File: src/dcf_pkg.sv
// Shared constants and types for the decimating complex FIR filter.
package dcf_pkg;

    localparam int DEF_MAX_TAPS    = 64;
    localparam int DEF_SAMPLE_BITS = 16;

    localparam int COEF_BITS  = 16;
    localparam int FRAC_BITS  = 15;
    localparam int IDX_BITS   = 6;
    localparam int DECIM_BITS = 9;
    localparam int TAPS_BITS  = 7;
    localparam int PHASE_BITS = 8;
    localparam int MAX_DECIM  = 256;

    localparam int CFG_IDX_BITS  = 1;
    localparam int CFG_DATA_BITS = 9;

    localparam logic [CFG_IDX_BITS-1:0] CFG_DECIMATION = 1'b0;
    localparam logic [CFG_IDX_BITS-1:0] CFG_TAP_COUNT  = 1'b1;

    localparam logic FUNC_SAMPLE = 1'b0;
    localparam logic FUNC_COEF   = 1'b1;

    typedef struct packed {
        logic clear;
        logic valid;
        logic last;
    } mac_ctrl_t;

endpackage

File: src/dcf_mac.sv
// Complex-by-real multiply-accumulate unit with rounding and saturation.
module dcf_mac #(
    parameter int MAX_TAPS    = dcf_pkg::DEF_MAX_TAPS,
    parameter int SAMPLE_BITS = dcf_pkg::DEF_SAMPLE_BITS
) (
    input  logic                                 clk,
    input  logic                                 rst_n,
    input  dcf_pkg::mac_ctrl_t                   ctrl,
    input  logic signed [dcf_pkg::COEF_BITS-1:0] coef,
    input  logic signed [SAMPLE_BITS-1:0]        smp_i,
    input  logic signed [SAMPLE_BITS-1:0]        smp_q,
    output logic                                 res_valid,
    output logic signed [SAMPLE_BITS-1:0]        res_i,
    output logic signed [SAMPLE_BITS-1:0]        res_q,
    output logic                                 res_clipped
);

    localparam int PROD_W = SAMPLE_BITS + dcf_pkg::COEF_BITS;
    localparam int ACC_W  = PROD_W + $clog2(MAX_TAPS) + 1;
    localparam int V_W    = ACC_W + 1;

    localparam logic signed [V_W-1:0] HALF = V_W'(2 ** (dcf_pkg::FRAC_BITS - 1));
    localparam logic [SAMPLE_BITS-1:0] HI  = {1'b0, {(SAMPLE_BITS - 1){1'b1}}};
    localparam logic [SAMPLE_BITS-1:0] LO  = {1'b1, {(SAMPLE_BITS - 1){1'b0}}};

    logic signed [PROD_W-1:0] prod_i_reg;
    logic signed [PROD_W-1:0] prod_q_reg;
    logic                     valid_a_reg;
    logic                     last_a_reg;
    logic signed [ACC_W-1:0]  acc_i_reg;
    logic signed [ACC_W-1:0]  acc_q_reg;
    logic                     done_b_reg;
    logic [SAMPLE_BITS:0]     rnd_i;
    logic [SAMPLE_BITS:0]     rnd_q;
    logic                     res_valid_reg;
    logic signed [SAMPLE_BITS-1:0] res_i_reg;
    logic signed [SAMPLE_BITS-1:0] res_q_reg;
    logic                     res_clipped_reg;

    // Returns {clipped, value}: round half up by the fraction bits, then clip.
    function automatic logic [SAMPLE_BITS:0] round_sat(input logic signed [ACC_W-1:0] a);
        logic signed [V_W-1:0] v;
        logic signed [V_W-1:0] q;
        logic                  fits;
        v    = V_W'(a) + HALF;
        q    = v >>> dcf_pkg::FRAC_BITS;
        fits = (&q[V_W-1:SAMPLE_BITS-1]) || !(|q[V_W-1:SAMPLE_BITS-1]);
        if (fits)
        begin
            round_sat = {1'b0, q[SAMPLE_BITS-1:0]};
        end
        else if (q[V_W-1])
        begin
            round_sat = {1'b1, LO};
        end
        else
        begin
            round_sat = {1'b1, HI};
        end
    endfunction

    assign rnd_i = round_sat(acc_i_reg);
    assign rnd_q = round_sat(acc_q_reg);

    always_ff @(posedge clk or negedge rst_n)
    begin
        if (!rst_n)
        begin
            valid_a_reg   <= 1'b0;
            last_a_reg    <= 1'b0;
            done_b_reg    <= 1'b0;
            res_valid_reg <= 1'b0;
        end
        else
        begin
            valid_a_reg   <= ctrl.valid;
            last_a_reg    <= ctrl.last;
            done_b_reg    <= valid_a_reg && last_a_reg;
            res_valid_reg <= done_b_reg;
        end
    end

    always_ff @(posedge clk)
    begin
        prod_i_reg <= coef * smp_i;
        prod_q_reg <= coef * smp_q;
        if (ctrl.clear)
        begin
            acc_i_reg <= '0;
            acc_q_reg <= '0;
        end
        else if (valid_a_reg)
        begin
            acc_i_reg <= acc_i_reg + ACC_W'(prod_i_reg);
            acc_q_reg <= acc_q_reg + ACC_W'(prod_q_reg);
        end
        if (done_b_reg)
        begin
            res_i_reg       <= rnd_i[SAMPLE_BITS-1:0];
            res_q_reg       <= rnd_q[SAMPLE_BITS-1:0];
            res_clipped_reg <= rnd_i[SAMPLE_BITS] || rnd_q[SAMPLE_BITS];
        end
    end

    assign res_valid   = res_valid_reg;
    assign res_i       = res_i_reg;
    assign res_q       = res_q_reg;
    assign res_clipped = res_clipped_reg;

endmodule

File: src/decimating_complex_fir.sv
// Top level of the decimating complex FIR filter with real coefficients.
//
// Input words arrive on s_tvalid/s_tready. s_tuser selects the kind of word: 0 carries
// an I/Q sample, 1 writes one coefficient at coef_index. Output words leave on
// m_tvalid/m_tready, one for every decimation_factor-th sample, with the saturated
// flag in m_tuser. Registers are written through cfg_we/cfg_index/cfg_data.
//
// A coefficient word or a sample that makes no output leaves s_tready high. A sample
// that makes an output starts a filter sum: one multiply-accumulate
// unit serves every tap in turn, one tap per cycle, fed by the delay-line and
// coefficient memories, followed by the product, accumulate and rounding stages.
// s_tready is low while the taps are being summed.
//
// After reset, the block sweeps every address of both memories to zero with
// s_tready low; configuration writes are taken during that sweep.
// A finished word waits in the output register while the receiver stalls. Further
// words are accepted meanwhile, and the block holds a new result until the
// output register is free.
module decimating_complex_fir #(
    parameter  int MAX_TAPS    = dcf_pkg::DEF_MAX_TAPS,
    parameter  int SAMPLE_BITS = dcf_pkg::DEF_SAMPLE_BITS,
    localparam int IN_RAW      = 2 * SAMPLE_BITS + dcf_pkg::IDX_BITS + dcf_pkg::COEF_BITS,
    localparam int IN_W        = ((IN_RAW + 7) / 8) * 8,
    localparam int OUT_W       = ((2 * SAMPLE_BITS + 7) / 8) * 8
) (
    input  logic                              clk,
    input  logic                              rst_n,
    input  logic                              s_tvalid,
    output logic                              s_tready,
    // sample_i, sample_q, coef_index, coef_value, zero fill
    input  logic [IN_W-1:0]                   s_tdata,
    // func
    input  logic                              s_tuser,
    output logic                              m_tvalid,
    input  logic                              m_tready,
    // out_i, out_q, zero fill
    output logic [OUT_W-1:0]                  m_tdata,
    // saturated
    output logic                              m_tuser,
    input  logic                              cfg_we,
    input  logic [dcf_pkg::CFG_IDX_BITS-1:0]  cfg_index,
    input  logic [dcf_pkg::CFG_DATA_BITS-1:0] cfg_data
);

    localparam int ADDR_W = $clog2(MAX_TAPS);
    localparam int DL_W   = 2 * SAMPLE_BITS;
    localparam int CIX_LO = 2 * SAMPLE_BITS;
    localparam int CV_LO  = CIX_LO + dcf_pkg::IDX_BITS;
    localparam logic [ADDR_W-1:0] LAST_ADDR = ADDR_W'(MAX_TAPS - 1);

    typedef enum logic [2:0] {
        ST_CLEAR,
        ST_IDLE,
        ST_MAC,
        ST_WAIT,
        ST_OUT
    } state_t;

    state_t                            state_reg, state_next;
    logic [ADDR_W-1:0]                 clr_reg, clr_next;
    logic [ADDR_W-1:0]                 wp_reg, wp_next;
    logic [ADDR_W-1:0]                 rp_reg, rp_next;
    logic [ADDR_W-1:0]                 k_reg, k_next;
    logic [ADDR_W-1:0]                 last_k_reg, last_k_next;
    logic [dcf_pkg::PHASE_BITS-1:0]    phase_reg, phase_next;
    logic [dcf_pkg::DECIM_BITS-1:0]    decim_reg;
    logic [dcf_pkg::TAPS_BITS-1:0]     taps_reg;
    logic                              rd_valid_reg, rd_last_reg;
    logic                              m_tvalid_reg, m_tvalid_next;
    logic signed [SAMPLE_BITS-1:0]     out_i_reg, out_q_reg;
    logic                              sat_reg;

    logic [DL_W-1:0]                   dly_mem [MAX_TAPS];
    logic signed [dcf_pkg::COEF_BITS-1:0] coef_mem [MAX_TAPS];
    logic [DL_W-1:0]                   dly_rd_reg;
    logic signed [dcf_pkg::COEF_BITS-1:0] coef_rd_reg;

    logic                              accept;
    logic                              is_sample;
    logic [dcf_pkg::DECIM_BITS-1:0]    factor;
    logic                              make_out;
    logic [ADDR_W-1:0]                 taps_last;
    logic [dcf_pkg::IDX_BITS-1:0]      coef_idx;
    logic                              dly_we, coef_we;
    logic [ADDR_W-1:0]                 dly_wa, coef_wa;
    logic [DL_W-1:0]                   dly_wd;
    logic signed [dcf_pkg::COEF_BITS-1:0] coef_wd;
    logic                              out_free;
    dcf_pkg::mac_ctrl_t                mac_ctrl;
    logic                              res_valid;
    logic signed [SAMPLE_BITS-1:0]     res_i, res_q;
    logic                              res_clipped;

    assign s_tready  = (state_reg == ST_IDLE);
    assign accept    = s_tvalid && s_tready;
    assign is_sample = (s_tuser == dcf_pkg::FUNC_SAMPLE);
    assign coef_idx  = s_tdata[CV_LO-1:CIX_LO];
    assign out_free  = !m_tvalid_reg || m_tready;

    always_comb
    begin
        priority if (decim_reg == '0)
        begin
            factor = dcf_pkg::DECIM_BITS'(1);
        end
        else if (int'(decim_reg) > dcf_pkg::MAX_DECIM)
        begin
            factor = dcf_pkg::DECIM_BITS'(dcf_pkg::MAX_DECIM);
        end
        else
        begin
            factor = decim_reg;
        end
    end

    assign make_out = ({1'b0, phase_reg} + 9'd1) >= factor;

    always_comb
    begin
        priority if (taps_reg == '0)
        begin
            taps_last = '0;
        end
        else if (int'(taps_reg) > MAX_TAPS)
        begin
            taps_last = LAST_ADDR;
        end
        else
        begin
            taps_last = ADDR_W'(taps_reg - 7'd1);
        end
    end

    // Memory write port selection.
    always_comb
    begin
        dly_we  = 1'b0;
        dly_wa  = wp_reg;
        dly_wd  = s_tdata[DL_W-1:0];
        coef_we = 1'b0;
        coef_wa = ADDR_W'(coef_idx);
        coef_wd = s_tdata[CV_LO+dcf_pkg::COEF_BITS-1:CV_LO];
        if (state_reg == ST_CLEAR)
        begin
            dly_we  = 1'b1;
            dly_wa  = clr_reg;
            dly_wd  = '0;
            coef_we = 1'b1;
            coef_wa = clr_reg;
            coef_wd = '0;
        end
        else if (accept)
        begin
            dly_we  = is_sample;
            coef_we = !is_sample && (int'(coef_idx) < MAX_TAPS);
        end
    end

    always_ff @(posedge clk)
    begin
        if (dly_we)
        begin
            dly_mem[dly_wa] <= dly_wd;
        end
        if (coef_we)
        begin
            coef_mem[coef_wa] <= coef_wd;
        end
        dly_rd_reg  <= dly_mem[rp_reg];
        coef_rd_reg <= coef_mem[k_reg];
    end

    always_comb
    begin
        state_next    = state_reg;
        clr_next      = clr_reg;
        wp_next       = wp_reg;
        rp_next       = rp_reg;
        k_next        = k_reg;
        last_k_next   = last_k_reg;
        phase_next    = phase_reg;
        m_tvalid_next = m_tvalid_reg && !m_tready;
        mac_ctrl.clear = 1'b0;
        mac_ctrl.valid = rd_valid_reg;
        mac_ctrl.last  = rd_last_reg;
        unique case (state_reg)
            ST_CLEAR:
            begin
                clr_next = clr_reg + 1'b1;
                if (clr_reg == LAST_ADDR)
                begin
                    state_next = ST_IDLE;
                end
            end
            ST_IDLE:
            begin
                if (accept && is_sample)
                begin
                    wp_next = (wp_reg == LAST_ADDR) ? '0 : wp_reg + 1'b1;
                    if (make_out)
                    begin
                        phase_next     = '0;
                        rp_next        = wp_reg;
                        k_next         = '0;
                        last_k_next    = taps_last;
                        mac_ctrl.clear = 1'b1;
                        state_next     = ST_MAC;
                    end
                    else
                    begin
                        phase_next = phase_reg + 1'b1;
                    end
                end
            end
            ST_MAC:
            begin
                rp_next = (rp_reg == '0) ? LAST_ADDR : rp_reg - 1'b1;
                k_next  = k_reg + 1'b1;
                if (k_reg == last_k_reg)
                begin
                    k_next     = '0;
                    state_next = ST_WAIT;
                end
            end
            ST_WAIT:
            begin
                if (res_valid)
                begin
                    state_next = ST_OUT;
                end
            end
            ST_OUT:
            begin
                if (out_free)
                begin
                    m_tvalid_next = 1'b1;
                    state_next    = ST_IDLE;
                end
            end
            default:
            begin
                state_next = ST_CLEAR;
            end
        endcase
    end

    always_ff @(posedge clk or negedge rst_n)
    begin
        if (!rst_n)
        begin
            state_reg    <= ST_CLEAR;
            clr_reg      <= '0;
            wp_reg       <= '0;
            rp_reg       <= '0;
            k_reg        <= '0;
            last_k_reg   <= '0;
            phase_reg    <= '0;
            decim_reg    <= dcf_pkg::DECIM_BITS'(1);
            taps_reg     <= dcf_pkg::TAPS_BITS'(64);
            rd_valid_reg <= 1'b0;
            rd_last_reg  <= 1'b0;
            m_tvalid_reg <= 1'b0;
        end
        else
        begin
            state_reg    <= state_next;
            clr_reg      <= clr_next;
            wp_reg       <= wp_next;
            rp_reg       <= rp_next;
            k_reg        <= k_next;
            last_k_reg   <= last_k_next;
            phase_reg    <= phase_next;
            rd_valid_reg <= (state_reg == ST_MAC);
            rd_last_reg  <= (state_reg == ST_MAC) && (k_reg == last_k_reg);
            m_tvalid_reg <= m_tvalid_next;
            if (cfg_we)
            begin
                unique case (cfg_index)
                    dcf_pkg::CFG_DECIMATION: decim_reg <= cfg_data;
                    dcf_pkg::CFG_TAP_COUNT:  taps_reg  <= cfg_data[dcf_pkg::TAPS_BITS-1:0];
                    default:                 decim_reg <= decim_reg;
                endcase
            end
        end
    end

    always_ff @(posedge clk)
    begin
        if (state_reg == ST_OUT && out_free)
        begin
            out_i_reg <= res_i;
            out_q_reg <= res_q;
            sat_reg   <= res_clipped;
        end
    end

    dcf_mac #(
        .MAX_TAPS    (MAX_TAPS),
        .SAMPLE_BITS (SAMPLE_BITS)
    ) u_mac (
        .clk         (clk),
        .rst_n       (rst_n),
        .ctrl        (mac_ctrl),
        .coef        (coef_rd_reg),
        .smp_i       (dly_rd_reg[SAMPLE_BITS-1:0]),
        .smp_q       (dly_rd_reg[DL_W-1:SAMPLE_BITS]),
        .res_valid   (res_valid),
        .res_i       (res_i),
        .res_q       (res_q),
        .res_clipped (res_clipped)
    );

    assign m_tvalid = m_tvalid_reg;
    assign m_tdata  = OUT_W'({out_q_reg, out_i_reg});
    assign m_tuser  = sat_reg;

`ifndef NO_ASSERTIONS
    a_wp_range: assert property (@(posedge clk) disable iff (!rst_n)
        wp_reg <= LAST_ADDR)
        else $error("write position out of range");

    a_res_in_wait: assert property (@(posedge clk) disable iff (!rst_n)
        res_valid |-> state_reg == ST_WAIT)
        else $error("filter result outside of the wait state");

    a_tap_bound: assert property (@(posedge clk) disable iff (!rst_n)
        state_reg == ST_MAC |-> k_reg <= last_k_reg)
        else $error("tap counter ran past the last tap");

    a_out_load: assert property (@(posedge clk) disable iff (!rst_n)
        (state_reg == ST_OUT && out_free) |=> m_tvalid)
        else $error("output word not presented after load");
`endif

endmodule

File: config.mk
export PLATFORM = sky130hd
export DESIGN_NAME = decimating_complex_fir
export DESIGN_NICKNAME = d
export VERILOG_FILES = /design/src/dcf_pkg.sv /design/src/dcf_mac.sv /design/src/decimating_complex_fir.sv
export SDC_FILE = /design/constraint.sdc
export NUM_CORES = 2
export LEC_CHECK = 0
export ABC_AREA = 1
export BUFFER_PORTS_ARGS = -buffer_cell sky130_fd_sc_hd__buf_2
export CAP_MARGIN = 20
export CORE_UTILIZATION = 45
export DETAILED_ROUTE_END_ITERATION = 16
export GPL_TIMING_DRIVEN = 0
export PLACE_DENSITY_LB_ADDON = 0.08
export SETUP_SLACK_MARGIN = 0.15
export SYNTH_ARGS = -nofsm -noshare
export SYNTH_HDL_FRONTEND = slang
export SYNTH_SLANG_ARGS = --single-unit
export TNS_END_PERCENT = 1
File: constraint.sdc
create_clock -name clk -period 12.65 [get_ports clk]
set_clock_uncertainty 0.1 [all_clocks]
set_input_delay 2.53 -clock clk [delete_from_list [all_inputs] [get_ports clk]]
set_output_delay 2.53 -clock clk [all_outputs]
set_load 0.03 [all_outputs]
After elaboration in Yosys (flattened, before gate mapping)
Memories as Yosys holds them, arrays and structs flattened. A register that Yosys moved wholly into a read port is not among the register bits.
Cells that the tools add are included.
{"block": "op_classes", "n_addsub": 11, "mul": 2, "order_cmp": 3, "eq_ne": 13, "muxes": 42, "n_bitwise": 2, "reduce_logical": 29}
{"operator": "adder 39 x 16 -> 40 bit (second input constant)", "n": 2}
{"operator": "adder 39 x 32 -> 39 bit", "n": 2}
{"operator": "2-to-1 mux 6 bit", "n": 11}
{"operator": "multiplier 16 x 16 -> 32 bit", "n": 2}
{"operator": "2-to-1 mux 16 bit", "n": 3}
{"operator": "2-to-1 mux 17 bit", "n": 2}
{"operator": "2-to-1 mux 32 bit", "n": 1}
{"operator": "one-hot mux 6 bit (2 select lines)", "n": 2}
{"operator": "AND reduction 10 bit", "n": 2}
{"operator": "OR reduction 10 bit", "n": 2}
{"operator": "adder 6 x 1 -> 6 bit (second input constant)", "n": 3}
{"operator": "2-to-1 mux 3 bit", "n": 6}
{"operator": "2-to-1 mux 9 bit", "n": 2}
{"operator": "one-hot mux 3 bit (5 select lines)", "n": 1}
{"operator": "2-to-1 mux 1 bit", "n": 13}
{"operator": "equality test 6 bit (second input constant)", "n": 2}
{"operator": "subtractor 6 x 1 -> 6 bit (second input constant)", "n": 2}
{"operator": "adder 8 x 1 -> 9 bit (second input constant)", "n": 1}
{"operator": "greater-or-equal comparator 9 bit", "n": 1}
{"operator": "> comparator 9 bit (second input constant)", "n": 1}
{"operator": "logical NOT 9 bit", "n": 1}
{"operator": "adder 8 x 1 -> 8 bit (second input constant)", "n": 1}
{"operator": "2-to-1 mux 8 bit", "n": 1}
{"operator": "inequality test 2 x 1 -> 1 bit (second input constant)", "n": 4}
{"operator": "17 further kinds", "n": 34}
{"block": "totals", "regBits": 272, "mem_bits_rw": 3072, "in_bits": 72, "out_inout_bits": 35, "elab_cells": 130, "n_memories": 2}
{"memory": "dly_mem", "words": 64, "word_bits": 32, "read_ports": 1, "rd_clocked_by_memory_dff": 1, "wr": 1, "line_no": "decimating_complex_fir.sv:73", "text": "logic [DL_W-1:0] dly_mem [MAX_TAPS];"}
{"memory": "coef_mem", "words": 64, "word_bits": 16, "read_ports": 1, "rd_clocked_by_memory_dff": 1, "wr": 1, "line_no": "decimating_complex_fir.sv:74", "text": "logic signed [dcf_pkg::COEF_BITS-1:0] coef_mem [MAX_TAPS];"}

Depth between registers and ports, before layout
{"block": "logic_depth", "word_depth": 7, "ltp_mapped": 28, "ltp_nobuf": 26}

Cells and area by module
From an unflattened synthesis, not the netlist that was laid out.
{"block": "unflattened", "cells_unflattened": 15956, "area_unflattened_um2": 163190.3}
{"module": "decimating_complex_fir", "instances": 1, "cells_each": 11312, "area_per_inst_um2": 129967.1, "seq_area_each_um2": 95704.3}
{"module": "dcf_mac", "instances": 1, "cells_each": 4644, "area_per_inst_um2": 33223.1, "seq_area_each_um2": 3933.8}

Worst setup path before layout
No wires, ideal clock.
{"block": "synth_timing", "kind": "reg-to-reg", "from": "reg dly_rd_reg[21], read port of dly_mem", "to": "reg u_mac.prod_q_reg[29]", "setup_time_ns": 0.120, "arrival_ns": 5.553, "required_ns": 12.430, "slack_ns": 6.877, "path_stages_with_launch": 22, "n_path_buf": 2, "synth_period_minus_slack_ns": 5.773, "path_cell_list": "dfxtp_1 -> clkbuf_1 -> clkbuf_1 -> nand2_1 -> fa_1 -> inv_1 -> fa_1 -> fa_1 -> fa_1 -> fa_1 -> inv_1 -> fa_1 -> inv_1 -> ha_1 -> nand2_1 -> nor4_1 -> nand3_1 -> nand3_1 -> nand2_1 -> nand2_1 -> a31oi_1 -> xnor2_1"}
{"block": "synth_via", "elab_chain_cells": 1}
{"element": "start, declared", "line_no": "decimating_complex_fir.sv:75", "text": "logic [DL_W-1:0] dly_rd_reg;"}
{"element": "multiplier 16 x 16 -> 32 bit", "line_no": "dcf_mac.sv:86", "text": "prod_q_reg <= coef * smp_q;"}
{"element": "end signal, assigned", "line_no": "dcf_mac.sv:86"}
{"element": "end, declared", "line_no": "dcf_mac.sv:27", "text": "logic signed [PROD_W-1:0] prod_q_reg;"}
No other way between the ends.
A chain may end at the register's enable or synchronous reset.

Worst setup path in the final report
{"block": "layout_timing", "from": "reg coef_rd_reg[15] (netlist bit), read port of coef_mem", "to": "reg u_mac.prod_q_reg[29]"}
{"block": "layout_via", "elab_chain_cells": 1}
{"element": "start, declared", "line_no": "decimating_complex_fir.sv:76", "text": "logic signed [dcf_pkg::COEF_BITS-1:0] coef_rd_reg;"}
{"element": "multiplier 16 x 16 -> 32 bit", "line_no": "dcf_mac.sv:86"}
No other way between the ends.

==> flow_metrics.env <==
export IMPL_port_buffers=104
export IMPL_synth_fp_nets=14500
export IMPL_synth_top_family_by_area="compound AO/OA/AOI/OAI gates"
export IMPL_synth_edf_count=3138
export IMPL_yosys_area_share_simple_pct=9.99
export IMPL_critical_path_top_delay_family="adder cells"
export IMPL_cts_max_level=5
export IMPL_synth_seq_area_share_pct=63.5
export IMPL_muxShareOfSynthArea_pct=0.00718
export IMPL_initial_core_util_pct=45.3
export IMPL_critPathLaunchType="flop"
export IMPL_fp_row_count=216
export IMPL_yosysWarnings=0
export IMPL_drc=0
export IMPL_path_cells="clkbuf_1 > nand2_1 > fa_1 > inv_1 > fa_1 > fa_1 > fa_1 > fa_1 > inv_1 > fa_1 > inv_1 > ha_1 > nand2_1 > nor4_1 > nand3_1 > nand3_1 > nand2_1 > nand2_1 > a31oi_1 > xnor2_1"
export IMPL_core_area_um2=346000
export IMPL_yosysTopAreaCell="edfxtp_1"
export IMPL_worstHoldStart="rd_valid_reg$_DFF_PN0_"
export IMPL_wl_um=655000
export IMPL_dr_total_vias=119000
export IMPL_ctsRootBufferMaster="clkbuf_16"
export IMPL_syn_area_um2=157000
export IMPL_critPathLaunch="coef_rd_reg[15]$_DFF_P_"
export IMPL_worst_slack_ps=5240
export IMPL_cts_sinks=3392
export IMPL_post_route_period_util_pct=58.6
export IMPL_dp_slack_ps=5320
export IMPL_area_growth_pct=16.0
export IMPL_drt_first_pass_iters=8
export IMPL_synthAdderAreaFrac_pct=8.78
export IMPL_synth_xor_area_share_pct=0.866
export IMPL_drive_gt1_share_pct=8.74
export IMPL_synth_compound_area_share_pct=11.8
export IMPL_arrival_ps=8110
export IMPL_drtIter0Drc=17400
export IMPL_clock_latency_ps=1000
export IMPL_cap_violations=0
export IMPL_grt_pass1_wl_um=897000
export IMPL_path_max_fanout=10
export IMPL_synth_cell_types=61
export IMPL_gp_congestion=1.06
export IMPL_synth_async_sr_flop_share_pct=1.89
export IMPL_crit_buf_inv=4
export IMPL_ys_ff_latch=3392
export IMPL_tightest_slew_ps=1350
export IMPL_status="finished, final reports clean"
export IMPL_largest_reg_flops=2048
export IMPL_wire_per_inst_um=33.9
export IMPL_synth_area_leaders="edfxtp_1, fa_1, o21ai_0, nor2_1, nand2_1"
export IMPL_cts_resized=0
export IMPL_top_register="dly_mem"
export IMPL_die_w_um=592
export IMPL_gr_total_overflow=0
export IMPL_grt_start_max_net_pins=65
export IMPL_fmax_ghz=0.135
export IMPL_hold_viol=0
export IMPL_rsz0062_at_grt="false"
export IMPL_cp_slowest_stage_delay_ps=890
export IMPL_setup_tns_ps=0
export IMPL_clkTransAtPathRegs_ps=50
export IMPL_cts_hold_buffers_added=0
export IMPL_hold_path_class="reg -> reg"
export IMPL_grt_usage_pct=36.9
export IMPL_r2r_start="coef_rd_reg[15]$_DFF_P_"
export IMPL_drv_slew=0
export IMPL_setup_viol=0
export IMPL_clock_path_buffers=4
export IMPL_cts_tree="done"
export IMPL_finalNetCount=15200
export IMPL_numCtsBuffers=369
export IMPL_post_dp_hpwl_um=476000
export IMPL_io_pins=107
export IMPL_dieArea_um2=351000
export IMPL_syn_inst=13600
export IMPL_viasPerCell=6.16
export IMPL_grt_pass1_vias=114000
export IMPL_slew_headroom_pct=9.93
export IMPL_period_minus_slack_ps=7410
export IMPL_postRouteAntennaNets=0
export IMPL_die_height_um=592
export IMPL_reg_top3="dly_mem (2048), coef_mem (1024)"
export IMPL_path_class="reg -> reg"
export IMPL_avgSynthCellArea_um2=11.5
export IMPL_cp_slowest_cell="fa_1"
export IMPL_required_ps=13350
export IMPL_antenna_found_initial=50
export IMPL_synth_top_area_share_pct=60.1
export IMPL_postCtsSetupRepairBufs=0
export IMPL_cp_common_cell="fa_1"
export IMPL_synth_flop_cell="edfxtp_1"
export IMPL_endpoint_kind="flop"
-- kinds of logic after synthesis --
logic type,count (synthesis)
adder cells (fa/ha/maj),785
AND/OR/NAND/NOR,3927
AO/OA/AOI/OAI,3311
buffers and inverters,2047
flip-flops,3392
XOR/XNOR,155
multiplexers,1
-- final timing paths --
path	endpoint	slack [ps]	depth (start not counted)
max	u_mac.prod_q_reg[29]$_DFF_P_	5240	20
min reg2reg	u_mac.valid_a_reg$_DFF_PN0_	260	0
min in group asynchronous	taps_reg[4]$_DFFE_PN0P_	1600	1
max reg2reg	u_mac.prod_q_reg[29]$_DFF_P_	5240	20
max in group asynchronous	u_mac.done_b_reg$_DFF_PN0_	10180	1
min	u_mac.valid_a_reg$_DFF_PN0_	260	0
-- per-stage QoR --
step	area, µm²	std cells	util (%)	hold slack, ps
after floorplan	157000	13600	-	231
final	182000	19300	52.5	264
after detailed placement	169000	18600	48.9	259
after CTS	182000	19200	52.4	258
after global routing	182000	19300	52.5	263
after global placement	163000	18300	47.1	239
-- worst reg2reg max path, delay by kind of cell (launching register included) --
family                     cells  cell delay (ps)
adders and majority gates      7             3920
and+or+nand+nor                7             1550
xor gates and xnor gates       1              130
buffers and inverters          4              920
AOI/OAI and AO/OA              1              100
DFF                            1              590
-- cells in the final DEF, fill, tap and decap left out, drive strengths merged, types with 5 or more instances in the layout --
master    instances
edfxtp         3138
nor2           2214
o21ai          1969
nand2          1257
inv            1242
clkbuf         1160
o22ai           703
fa              526
buf             509
a21oi           288
nand3           261
ha              259
dfxtp           190
o221ai          171
clkinv          136
xor2            115
nand4            94
o211ai           64
dfrtp            62
nor3             55
bufinv           42
xnor2            40
diode            35
a31oi            31
o21bai           18
or2              17
nor4             15
a21o             14
clkinvlp         13
a21boi           12
a211oi           10
o31ai             8
o32ai             8
a32o              7
and2              7
nand3b            5
-- synthesized netlist by cell type (14+ instances only) --
| cell | number |
|---|---|
| fa_1 | 526 |
| clkbuf_1 | 696 |
| buf_2 | 81 |
| o211ai_1 | 64 |
| a31oi_1 | 31 |
| nor4_1 | 15 |
| a21o_1 | 14 |
| nand3_1 | 258 |
| dfxtp_1 | 190 |
| o221ai_1 | 171 |
| nand2_1 | 1244 |
| o22ai_1 | 703 |
| xor2_1 | 115 |
| edfxtp_1 | 3138 |
| o21ai_1 | 14 |
| ha_1 | 259 |
| o21bai_1 | 17 |
| nor2_1 | 2202 |
| o21ai_0 | 1950 |
| inv_1 | 1214 |
| dfrtp_1 | 62 |
| nand4_1 | 93 |
| buf_1 | 29 |
| xnor2_1 | 40 |
| or2_2 | 16 |
| a21oi_1 | 287 |
| nor3_1 | 51 |
| inv_2 | 14 |
-- area by class of cell --
cell class / instances / area (µm²)
tap: 4578 / 5730
clock inverter: 202 / 2260
multi-input combinational: 8179 / 50600
inverter: 1231 / 4620
antenna: 35 / 87.6
buffer: 816 / 3220
fill: 30000 / 165000
sequential: 3392 / 99600
clock buffer: 461 / 9890
timing repair buffer: 392 / 5850
-- metal layers --
metal / up-vias / GRT usage [%] / wire, µm / share of wire (%)
met5: - / 0 / 92 / 0.014
met4: 14 / 24.4 / 50700 / 7.7
met3: 1737 / 8.51 / 72200 / 11
met2: 7668 / 56.0 / 288000 / 44
met1: 59900 / 47.6 / 244000 / 37
li1: 49500 / - / - / -
Power is not shown: default switching activity piles up to over one toggle a cycle in this logic, so the estimate is an artifact.
